===== src/rtl/scfr_pkg.sv =====
// ----------------------------------------------------------------------------
// scfr_pkg
// Types and constants shared by the sum-checked frame receiver.
// ----------------------------------------------------------------------------
`timescale 1ns / 1ps

package scfr_pkg;

  localparam int unsigned CfgAddrW = 2;
  localparam int unsigned CfgDataW = 8;

  // Configuration register indexes
  localparam logic [CfgAddrW-1:0] REG_START_CHAR     = 2'd0;
  localparam logic [CfgAddrW-1:0] REG_SEPARATOR_CHAR = 2'd1;
  localparam logic [CfgAddrW-1:0] REG_END_CHAR       = 2'd2;
  localparam logic [CfgAddrW-1:0] REG_CHECK_ENABLE   = 2'd3;

  // Reset values of the configuration registers
  localparam logic [7:0] START_CHAR_RST     = 8'h24;  // '$'
  localparam logic [7:0] SEPARATOR_CHAR_RST = 8'h23;  // '#'
  localparam logic [7:0] END_CHAR_RST       = 8'h7C;  // '|'
  localparam logic       CHECK_ENABLE_RST   = 1'b1;

  localparam logic [7:0] ASCII_ZERO = 8'h30;
  localparam logic [7:0] ASCII_NINE = 8'h39;

  localparam int unsigned InDataW  = 8;
  localparam int unsigned OutDataW = 40;

  typedef struct packed {
    logic [7:0] start_char;
    logic [7:0] separator_char;
    logic [7:0] end_char;
    logic       check_enable;
  } cfg_t;

  typedef struct packed {
    logic [31:0] good_frames;
    logic        frame_bad;
    logic        frame_ok;
  } result_t;

endpackage


===== src/rtl/sum_checked_frame_receiver_top.sv =====
// ----------------------------------------------------------------------------
// sum_checked_frame_receiver_top
// Additive-checksum ASCII frame receiver with a stream in, a stream out and
// a plain configuration write port.
// ----------------------------------------------------------------------------
// Pipeline: an accepted byte passes the input register and then the result
// register, with the frame state updated as it moves between the two.
// Throughput: one byte per cycle while m_axis_tready does not stall the output.
// Reset: asynchronous, active low; resets the frame state, clears the good count and
// both valid flags, and loads the character registers with '$', '#', '|'.
`timescale 1ns / 1ps

module sum_checked_frame_receiver_top
  import scfr_pkg::*;
(
  input  logic                clk_i,
  input  logic                rst_ni,
  input  logic                cfg_we_i,
  input  logic [CfgAddrW-1:0] cfg_addr_i,
  input  logic [CfgDataW-1:0] cfg_wdata_i,
  input  logic                s_axis_tvalid,
  output logic                s_axis_tready,
  input  logic [InDataW-1:0]  s_axis_tdata,   // [7:0] rx_byte
  output logic                m_axis_tvalid,
  input  logic                m_axis_tready,
  output logic [OutDataW-1:0] m_axis_tdata    // [0] frame_ok, [1] frame_bad,
                                              // [33:2] good_frames, rest zero
);

  cfg_t       cfg_q;
  logic       in_valid_q;
  logic [7:0] in_byte_q;
  logic       out_valid_q;
  result_t    out_q;
  result_t    core_result;
  logic       out_free;
  logic       advance;

  assign out_free      = !out_valid_q || m_axis_tready;
  assign advance       = in_valid_q && out_free;
  assign s_axis_tready = !in_valid_q || advance;

  always_ff @(posedge clk_i or negedge rst_ni) begin
    if (!rst_ni) begin
      cfg_q.start_char     <= START_CHAR_RST;
      cfg_q.separator_char <= SEPARATOR_CHAR_RST;
      cfg_q.end_char       <= END_CHAR_RST;
      cfg_q.check_enable   <= CHECK_ENABLE_RST;
    end else if (cfg_we_i) begin
      unique case (cfg_addr_i)
        REG_START_CHAR:     cfg_q.start_char     <= cfg_wdata_i;
        REG_SEPARATOR_CHAR: cfg_q.separator_char <= cfg_wdata_i;
        REG_END_CHAR:       cfg_q.end_char       <= cfg_wdata_i;
        REG_CHECK_ENABLE:   cfg_q.check_enable   <= cfg_wdata_i[0];
        default: ;
      endcase
    end
  end

  always_ff @(posedge clk_i or negedge rst_ni) begin
    if (!rst_ni) begin
      in_valid_q  <= 1'b0;
      out_valid_q <= 1'b0;
    end else begin
      if (s_axis_tready) begin
        in_valid_q <= s_axis_tvalid;
      end
      if (out_free) begin
        out_valid_q <= in_valid_q;
      end
    end
  end

  // payload registers: hold while stalled
  always_ff @(posedge clk_i) begin
    if (s_axis_tready && s_axis_tvalid) begin
      in_byte_q <= s_axis_tdata;
    end
    if (advance) begin
      out_q <= core_result;
    end
  end

  scfr_frame_core u_core (
    .clk_i     (clk_i),
    .rst_ni    (rst_ni),
    .cfg_i     (cfg_q),
    .step_i    (advance),
    .rx_byte_i (in_byte_q),
    .result_o  (core_result)
  );

  assign m_axis_tvalid = out_valid_q;
  assign m_axis_tdata  = {(OutDataW - 34)'(0), out_q.good_frames,
                          out_q.frame_bad, out_q.frame_ok};

endmodule


===== src/rtl/scfr_frame_core.sv =====
// ----------------------------------------------------------------------------
// scfr_frame_core
// Frame state (sum, separator flag, decimal value, good count) and the
// per-byte update that yields one result for each byte.
// ----------------------------------------------------------------------------
`timescale 1ns / 1ps

module scfr_frame_core
  import scfr_pkg::*;
(
  input  logic       clk_i,
  input  logic       rst_ni,
  input  cfg_t       cfg_i,
  input  logic       step_i,
  input  logic [7:0] rx_byte_i,
  output result_t    result_o
);

  logic [31:0] running_sum_q, running_sum_d;
  logic        hash_seen_q, hash_seen_d;
  logic [31:0] digit_value_q, digit_value_d;
  logic        digits_open_q, digits_open_d;
  logic [31:0] valid_total_q, valid_total_d;

  logic        is_start, is_sep, is_end, is_digit;
  logic [35:0] digit_ext;
  logic [31:0] digit_next;
  logic        sum_match;

  assign is_start = (rx_byte_i == cfg_i.start_char);
  assign is_sep   = !is_start && (rx_byte_i == cfg_i.separator_char);
  assign is_end   = !is_start && !is_sep && (rx_byte_i == cfg_i.end_char);
  assign is_digit = (rx_byte_i >= ASCII_ZERO) && (rx_byte_i <= ASCII_NINE);

  // value * 10 + digit, saturate when it leaves 32 bits
  assign digit_ext = ({4'd0, digit_value_q} << 3) + ({4'd0, digit_value_q} << 1)
                   + {28'd0, rx_byte_i - ASCII_ZERO};
  assign digit_next = (digit_ext[35:32] != 4'd0) ? 32'hFFFF_FFFF : digit_ext[31:0];

  assign sum_match = (running_sum_q == digit_value_q);

  always_comb begin
    running_sum_d      = running_sum_q;
    hash_seen_d        = hash_seen_q;
    digit_value_d      = digit_value_q;
    digits_open_d      = digits_open_q;
    valid_total_d      = valid_total_q;
    result_o.frame_ok  = 1'b0;
    result_o.frame_bad = 1'b0;
    if (is_start) begin
      running_sum_d = '0;
      hash_seen_d   = 1'b0;
      digit_value_d = '0;
      digits_open_d = 1'b1;
    end else if (is_sep) begin
      running_sum_d = running_sum_q + {24'd0, rx_byte_i};
      hash_seen_d   = 1'b1;
      digit_value_d = '0;
      digits_open_d = 1'b1;
    end else if (is_end) begin
      if (hash_seen_q) begin
        if (!cfg_i.check_enable || sum_match) begin
          result_o.frame_ok = 1'b1;
          valid_total_d     = valid_total_q + 32'd1;
        end else begin
          result_o.frame_bad = 1'b1;
        end
      end
    end else begin
      if (!hash_seen_q) begin
        running_sum_d = running_sum_q + {24'd0, rx_byte_i};
      end
      if (digits_open_q) begin
        if (is_digit) begin
          digit_value_d = digit_next;
        end else begin
          digits_open_d = 1'b0;
        end
      end
    end
    result_o.good_frames = valid_total_d;
  end

  always_ff @(posedge clk_i or negedge rst_ni) begin
    if (!rst_ni) begin
      running_sum_q <= '0;
      hash_seen_q   <= 1'b0;
      digit_value_q <= '0;
      digits_open_q <= 1'b1;
      valid_total_q <= '0;
    end else if (step_i) begin
      running_sum_q <= running_sum_d;
      hash_seen_q   <= hash_seen_d;
      digit_value_q <= digit_value_d;
      digits_open_q <= digits_open_d;
      valid_total_q <= valid_total_d;
    end
  end

endmodule


===== config.mk =====
export PLATFORM = sky130hd
export DESIGN_NAME = sum_checked_frame_receiver_top
export DESIGN_NICKNAME = d
export VERILOG_FILES = /design/src/rtl/scfr_pkg.sv /design/src/rtl/sum_checked_frame_receiver_top.sv /design/src/rtl/scfr_frame_core.sv
export SDC_FILE = /design/constraint.sdc
export NUM_CORES = 1
export LEC_CHECK = 0
export BUFFER_PORTS_ARGS = -buffer_cell sky130_fd_sc_hd__buf_2
export CORE_AREA = 2 2 148 150
export DETAILED_ROUTE_END_ITERATION = 8
export DIE_AREA = 0 0 150 152
export PLACE_DENSITY = 0.66
export SETUP_SLACK_MARGIN = 0.5
export SLEW_MARGIN = 20
export SYNTH_ARGS = -nofsm -noshare
export SYNTH_HDL_FRONTEND = slang
export SYNTH_SLANG_ARGS = --single-unit

===== constraint.sdc =====
create_clock -name clk_i -period 4.78 [get_ports clk_i]
set_input_delay 0.956 -clock clk_i [delete_from_list [all_inputs] [get_ports clk_i]]
set_output_delay 0.956 -clock clk_i [all_outputs]
set_load 0.005 [all_outputs]

---- Word-level counts from Yosys, hierarchy flattened ----
Cells that the tools add are included.
storage, ports and cells
  register bits after elaboration ......... 167
  bits in latches ......................... 0
  RAM bits ................................ 0
  memory bits (read-only) ................. 0
  input bits .............................. 23
  output and inout bits ................... 42
  logic and storage cells ................. 85
  memories ................................ 0
cells by class
  $add $sub $neg .......................... 5
  $mul .................................... 0
  div/mod/pow operators ................... 0
  order comparisons ....................... 2
  equality and inequality tests ........... 9
  shift-type cells ........................ 0
  multiplexer cells ....................... 24
  bitwise operators ....................... 2
  reduce and logical (&&, ||, !) cells .... 28
operator list
  kind                     count
  $mux W32                 15
  $add A35 B33 Y36         1
  $add A36 B8 Y36          1
  $add A32 B1 Y32 const B  1
  $add A32 B8 Y32          1
  $eq A32 B32 Y1           1
  $eq A8 B8 Y1             3
  $reduce_and A2 Y1        6
  $mux W1                  9
  $ge A8 B6 Y1 const B     1
  $le A8 B6 Y1 const B     1
  $sub A8 B6 Y8 const B    1
  $logic_and A1 B1 Y1      6
  $reduce_bool A3 Y1       2
  $logic_not A1 Y1         5
  $eq A2 B2 Y1 const B     2
  $reduce_and A4 Y1        1
  $reduce_bool A4 Y1       1
  $reduce_or A4 Y1         1
  $logic_or A1 B1 Y1       3
  $ne A3 B1 Y1 const B     1
  $ne A3 B3 Y1 const B     1
  $reduce_and A3 Y1        1
  $eq A2 B1 Y1 const B     1
  3 further kinds          4

---- Longest topological paths before layout ----
Gate-level depths: netlist of run 1.
  depth in word-level cells ............... 9
  mapped depth ............................ 15
  depth with buffers taken out ............ 13

---- Modules after synthesis ----
Synthesis of run 1 repeated with hierarchy kept, for this count alone.
second synthesis, totals
  cell total of the unflattened synthesis .. 1013
  area, all modules ....................... 10546.4 um^2
modules (own cells, without submodules)
  module                          times used  cells each  area each (um^2)  seq. area each (um^2)
  scfr_frame_core                 1           902         8180.3            2453.6
  sum_checked_frame_receiver_top  1           111         2366.0            1950.6

---- Worst setup path after synthesis of run 1 ----
OpenSTA, ideal clock, no wires.
  path kind ............................... register -> register
  start point ............................. register in_byte_q[5]
  end point ............................... register u_core.digit_value_q[31]
  library setup time ...................... 0.132 ns
  arrival time ............................ 3.413 ns
  data required time ...................... 4.648 ns
  setup slack ............................. 1.235 ns
  stages on the path, launching flop included .. 14
  buffers on the path ..................... 1
  cells stage by stage .................... edfxtp_1 -> ha_1 -> xor2_1 -> fa_1 -> inv_1 -> ha_1 -> o211ai_1 -> o21ai_1 -> o2111ai_1 -> o31ai_2 -> a211oi_1 -> a2111oi_4 -> buf_2 -> a21oi_1
between the ends
  longest elaborated chain between the ends .. 9
  elaborated cells between the ends (all ways) .. 24
ends and longest elaborated chain
  item                      line                                  source
  start: declaration        sum_checked_frame_receiver_top.sv:32  logic [7:0] in_byte_q;
  start signal: assignment  sum_checked_frame_receiver_top.sv:77  in_byte_q <= s_axis_tdata;
  $sub A8 B6 Y8             scfr_frame_core.sv:37                 + {28'd0, rx_byte_i - ASCII_ZERO};
  $add A36 B8 Y36           scfr_frame_core.sv:37
  $reduce_bool A4 Y1        scfr_frame_core.sv:38                 assign digit_next = (digit_ext[35:32] != 4'd0) ? 32'hFFFF_FFFF : digit_ext[31:0];
  $mux W32                  scfr_frame_core.sv:38
  $mux W32                  scfr_frame_core.sv:74                 if (is_digit) begin
  $mux W32                  scfr_frame_core.sv:73                 if (digits_open_q) begin
  $mux W32                  scfr_frame_core.sv:60                 end else if (is_end) begin
  $mux W32                  scfr_frame_core.sv:55                 end else if (is_sep) begin
  $mux W32                  scfr_frame_core.sv:50                 if (is_start) begin
  end signal: assignment    scfr_frame_core.sv:94                 digit_value_q <= digit_value_d;
  end: declaration          scfr_frame_core.sv:21                 logic [31:0] digit_value_q, digit_value_d;
Parallel ways exist; a longest one is shown, timed or not. The select of a mux whose other input is x is not followed.
A chain may end at the register's enable or synchronous reset.

---- Worst setup path after layout of run 1 ----
  start point ............................. register in_byte_q[4]
  end point ............................... register u_core.digit_value_q[2]
The elaborated chain is that of the path after synthesis.

==> results of run 1 <==
==> worst max-delay path: stages, from the launching register on <==
cell and delay [ps]:
edfxtp_1 520, ha_1 280, xor2_1 160, fa_1 500
inv_1 40, ha_1 340, o211ai_1 110, o21ai_1 260
o2111ai_1 260, a21o_1 260, a31o_1 180, xnor2_1 150
a2111oi_4 310, buf_6 310, a21oi_1 120
==> flip-flops by register name, indices dropped and copies added, names as in the netlist <==
name                  flops
cfg_q                    25
in_byte_q                 8
in_valid_q                1
m_axis_tdata             34
m_axis_tvalid             1
u_core.digit_value_q     32
u_core.digits_open_q      1
u_core.hash_seen_q        1
u_core.running_sum_q     32
u_core.valid_total_q     32
==> where the power goes <==
| part | leakage, nW | switching [mW] | total, mW | internal [mW] |
|---|---|---|---|---|
| combinational | 2.91 | 0.922 | 1.56 | 0.637 |
| clock | 0.316 | 0.664 | 1.48 | 0.813 |
| sequential | 2.05 | 0.238 | 1.90 | 1.66 |
| total | 5.28 | 1.82 | 4.93 | 3.11 |
==> cell type report <==
cell class	instances	area [sq um]
repair buffers	66	356.6
clock buffers	17	425.4
flip-flops and latches	167	4404
inverters	33	123.9
well taps	280	350.3
fillers	1918	9726
clock inverters	15	229.0
multi-input cells	804	5736
==> stage by stage <==
stage | power [mW] | cell area [sq um] | hold WS (ps) | cells | util (%)
floorplan | 3.024 | 10470 | 454.7 | 1045 | -
global placement | 3.425 | 10960 | 465.4 | 1350 | 51.32
detailed placement | 3.462 | 10960 | 480.9 | 1350 | 51.32
CTS | 4.944 | 11610 | 486.2 | 1382 | 54.39
global route | 5.227 | 11620 | 515.0 | 1382 | 54.45
finish | 4.931 | 11620 | 476.2 | 1382 | 54.45
==> layout by cell type, fill, tap and decap left out, drive strengths merged, types with 17 or more instances in the layout <==
| cell | count |
|---|---|
| inv | 38 |
| o21ai | 64 |
| mux2 | 26 |
| ha | 69 |
| and3 | 23 |
| xor2 | 78 |
| buf | 66 |
| clkbuf | 17 |
| edfxtp | 42 |
| nand4 | 21 |
| nand2 | 98 |
| nor3 | 22 |
| dfrtp | 113 |
| a21oi | 86 |
| nand3 | 25 |
| nor4 | 21 |
| xnor2 | 92 |
| nor2 | 53 |
==> per-layer routing <==
metal,track usage [%],up-vias,part of all wire (%)
met2,31.88,176,45
met5,0,-,0
met4,4.672,0,1.2
met3,4.625,21,5.4
met1,31.25,3751,48
li1,-,3786,-
==> cell families after synthesis <==
kind of cell	synth area share (%)
and+or+nand+nor	15.31
AOI/OAI and AO/OA	12.52
xor gates and xnor gates	14.25
DFF	42.15
adders and majority gates	9.602
buffers and inverters	3.233
muxes	2.898
other	0.03589
==> how the worst max path moves through the flow <==
stage               slack (ps)    startpoint  depth (start not counted)                        to
floorplan                 1240  in_byte_q[5]                         13  u_core.digit_value_q[31]
global placement           790  in_byte_q[4]                         13   u_core.digit_value_q[2]
detailed placement         650  in_byte_q[4]                         13   u_core.digit_value_q[6]
CTS                        630  in_byte_q[4]                         13   u_core.digit_value_q[2]
global route               530  in_byte_q[4]                         13  u_core.digit_value_q[20]
finish                     840  in_byte_q[4]                         14   u_core.digit_value_q[2]
==> results.toml, run 1 <==
[min_path]
hold_path.startpoint = "in_valid_q"
min_path_type = "flip-flop to flip-flop"
holdPathStages = 1
whs_endpoint = "m_axis_tvalid"

[sta]
max_slew.worst_pin.slew_ps = 938.5
period_minus_slack_ps = 3939
slew_viol_final = 0
hold_viol = 0
max_freq_ghz = 0.2539
setup_tns_ps = 0
fin_skew_ps = 14.11
fin_ws_ps = 841.3
slew_headroom_pct = 37.43
setup-violations-final = 0
rsz0062_at_grt = "no"
fin_crit_sh_pct = 82.40

[clock_tree]
clockRootBuffer = "clkbuf_16"
clk_latency_ps = 430
cts_sinks = 167
clock_path_buffers = 2
holdBufCountCts = 0
cts_resized = 0
cts.clk_slew.worst_paths_ps = 80
cts_setup_buffers = 0
h-tree-depth = 4
cts_tree = "yes"
cts-buffers-inserted = 17

[layout]
syn_to_final_growth_pct = 11.24
num_antenna_cells = 0
drive_above_1_share_pct = 14.34
nNetsFinal = 1188

[placed_design]
dp_slack_ps = 650.6
gp_congestion = 0.8719
io_buffers = 58
dpl.hpwl_microns = 17360

[synth]
async_flop_share_pct = 74.85
yosys.cell_types.count = 66
yosysMostFrequentCell = "dfrtp_1"
syn_area_sq_mm = 0.01045
synth_edf_count = 42
synth_warnings = 0
synthTopCellsByArea = "dfrtp_1 27%, edfxtp_1 12%, ha_1 8.3%"
synth_seq_cells = 167
synth.avg_cell_area_sq_um = 10.05
ys_top_cells_by_count = "113 x dfrtp_1, 98 x nand2_1, 92 x xnor2_1"
ys_seq_area_share_pct = 42.15
synth_ff_type = "dfrtp_1"
synth_top_area_cell = "dfrtp_1"
synth_top_area_share_pct = 27.06
netlist_instances = 1040

[global_routing]
grt_pass1_wl_microns = 38610
grt_pass1_vias = 7548
grt_max_degree = 72
track_usage_pct = 21.12
grt_overflow = 0
antenna_found_initial = 0

[route]
drtAntennaViolNets = 0
drt_iter0_drc = 608
firstDrtPassIters = 5
route.detailed.drc = 0
viasPerCell = 5.596
via_count = 7734
drt-total-wl_microns = 23190
drt-wirelength-per-cell_microns = 16.78

[run_status]
outcome = "complete, no violations"

[critical_path]
timing.rr.start = "in_byte_q[4]"
worstSetupStartpointType = "flip-flop"
path_class = "flip-flop to flip-flop"
worstPathRequired_ps = 5080
reg2reg_to = "u_core.digit_value_q[2]"
r2r_cells = 14
endpoint_kind = "flip-flop"
crit_arrival_ps = 4240
cp_max_fo = 32
r2r_slack_ps = 840

[floorplanning]
start_util_pct = 48.95
io_pins = 65
rows = 54
dieHeight_microns = 152
dieWidth_microns = 150
core_area_sq_mm = 0.02135
dieArea_sq_mm = 0.02280

[run]
maxCapViolations = 0

[pwr]
irDropWorstVdd_mv = 0.2649
leakagePower_nw = 5.285
pwr_density_cell_mw_per_mm2 = 424.2
Note: power is estimated with default switching activity, not from simulation.
==> run 2: changes to the inputs <==
PLACE_DENSITY = 0.69   (was 0.66)
clock period = 3.4 ns   (was 4.78 ns; I/O delays follow)
==> results.toml, run 2 (synthesis gave the netlist of run 1 again) <==
[floorplanning]
dieWidth_microns = 150
core_area_sq_mm = 0.02135
io_pins = 65
dieHeight_microns = 152
rows = 54
start_util_pct = 48.95
dieArea_sq_mm = 0.02280

[sta]
fin_skew_ps = 13.68
setup_tns_ps = -2441
rsz0062_at_grt = "yes"
slew_viol_final = 0
hold_viol = 0
period_minus_slack_ps = 3505
slew_headroom_pct = 47.46
max_slew.worst_pin.slew_ps = 786.1
fin_crit_sh_pct = 103.1
setup-violations-final = 32
max_freq_ghz = 0.2853
fin_ws_ps = -105.3

[clock_tree]
h-tree-depth = 4
clockRootBuffer = "clkbuf_16"
clk_latency_ps = 430
cts_tree = "yes"
holdBufCountCts = 0
cts-buffers-inserted = 17
cts.clk_slew.worst_paths_ps = 70
cts_sinks = 167
clock_path_buffers = 2

[route]
drtAntennaViolNets = 0
drt-total-wl_microns = 24350
viasPerCell = 5.574
via_count = 8055
drt-wirelength-per-cell_microns = 16.85
route.detailed.drc = 0
firstDrtPassIters = 5
drt_iter0_drc = 465

[global_routing]
grt_max_degree = 61
grt_overflow = 0
antenna_found_initial = 0
grt_pass1_wl_microns = 39230
grt_pass1_vias = 7683
track_usage_pct = 21.59

[layout]
nNetsFinal = 1251
finish.utilization_pct = 58.42
multi_input_area_sq_mm = 0.006105
fillers = 1842
final_common_cell = "dfrtp_1"
drive_above_1_share_pct = 22.49
num_antenna_cells = 0
syn_to_final_growth_pct = 19.35
largest_reg_flops = 34
final_cell_mix = "113 x dfrtp_1, 96 x nand2_1, 92 x xnor2_1"
final_area_sq_mm = 0.01247
seq_area_sq_mm = 0.004404

[critical_path]
r2r_cells = 16
worstSetupStartpointType = "flip-flop"
worstPathCellList = "ha_2 -> xor2_1 -> fa_1 -> inv_2 -> ha_4 -> o211ai_1 -> o21ai_2 -> o2111ai_4 -> a21o_1 -> a31o_1 -> xnor2_1 -> a2111oi_4 -> buf_4 -> buf_12 -> buf_16 -> a21oi_1"
r2r_slack_ps = -110
reg2reg_to = "u_core.digit_value_q[14]"
path_class = "flip-flop to flip-flop"
worst-path-buf-inv = 4
timing.rr.start = "in_byte_q[4]"
endpoint_kind = "flip-flop"
worstPathRequired_ps = 3700
crit_arrival_ps = 3810
slowest_stage = "fa_1"
slowest_delay_ps = 490
critical_path.top_delay_family = "compound AO/OA/AOI/OAI gates"
cp_max_fo = 8

[pwr]
combinationalPowerShare_pct = 36.4
leakagePower_nw = 5.717
p_int_mw = 4.399
swShare_pct = 37.54
clockPowerShare_pct = 26.4
pwr_density_cell_mw_per_mm2 = 564.7
fin_total_pwr_mw = 7.043
irDropWorstVdd_mv = 0.3525
seqPwrFrac_pct = 37.2
switchingPower_mw = 2.644

[run_status]
outcome = "finished, violations left"
violations = "setup timing"

[run]
maxCapViolations = 0

[placed_design]
place_area_sq_mm = 0.01130
dp_slack_ps = -90.01
gp_congestion = 0.9007
io_buffers = 58
dpl.hpwl_microns = 17450

[min_path]
min_path_type = "primary input to asynchronous set/reset pin"
==> run 2: cell types whose count changed in the layout (fill, tap and decap cells not counted), moves of 5 or more <==
cell / change
nor4_4: +7
or3_4: +5
buf_4: +46
or3_1: -5
a21oi_1: -6
o21ai_2: +5
a21oi_2: +6
buf_6: +9
o21ai_1: -6
nor3_4: +6
nor4_2: -5
==> run 2: through the flow <==
stage	instances	hold slack [ps]
2_1_floorplan	1045	384.4
3_3_place_gp	1383	468.5
3_5_place_dp	1383	474.8
4_1_cts	1432	241.9
5_1_grt	1445	266.8
6_report	1445	240.7
==> run 2: routing by layer <==
metal | track usage [%] | wire, microns | vias to the layer above
met5 | 0 | 0 | -
met4 | 7.233 | 534 | 0
met3 | 3.483 | 1153 | 39
met2 | 32.88 | 11260 | 227
met1 | 31.40 | 11400 | 3871
li1 | - | - | 3918
==> run 2: worst reg2reg max path, delay by kind of cell (launching register included) <==
kind | cells | cell delay [ps]
adder cells (fa/ha/maj) | 3 | 1000
AO/OA/AOI/OAI | 7 | 1160
buffers and inverters | 4 | 480
flip-flops | 1 | 440
XOR/XNOR | 2 | 300
==> run 2: worst max-delay path by stage <==
stage,slack [ps],end,depth (start not counted),startpoint
final,-110,u_core.digit_value_q[14],16,in_byte_q[4]
after global routing,-270,u_core.digit_value_q[29],16,in_byte_q[4]
after CTS,-90,u_core.digit_value_q[5],16,in_byte_q[4]
after detailed placement,-90,u_core.digit_value_q[31],13,in_byte_q[5]
after global placement,-4,u_core.digit_value_q[31],14,in_byte_q[5]
after floorplan,-30,u_core.digit_value_q[31],13,in_byte_q[5]
==> run 2: cell type report <==
type | instances | share of cell area (%)
multi-input cells | 806 | 48.95
flip-flops and latches | 167 | 35.31
repair buffers | 127 | 7.384
clock buffers | 18 | 3.441
well taps | 280 | 2.809
clock inverters | 14 | 1.114
inverters | 33 | 0.9932
==> run 2: power by group through the flow <==
stage               Clock (mW)  Sequential (mW)  Combinational (mW)
floorplan                    0             2.57                1.74
global placement             0             2.63                2.31
detailed placement           0             2.64                2.35
CTS                       1.91             2.60                2.44
global route              1.98             2.65                2.85
finish                    1.86             2.62                2.56
==> run 2: what timing repair did <==
item | CTS | global route
buffers inserted | 14 | 12
pin swaps | 12 | 41
gates resized for setup | 13 | 57
gates cloned | 3 | 1
endpoints found under the hold margin | 0 | 0
endpoints found under the setup margin | 47 | 66
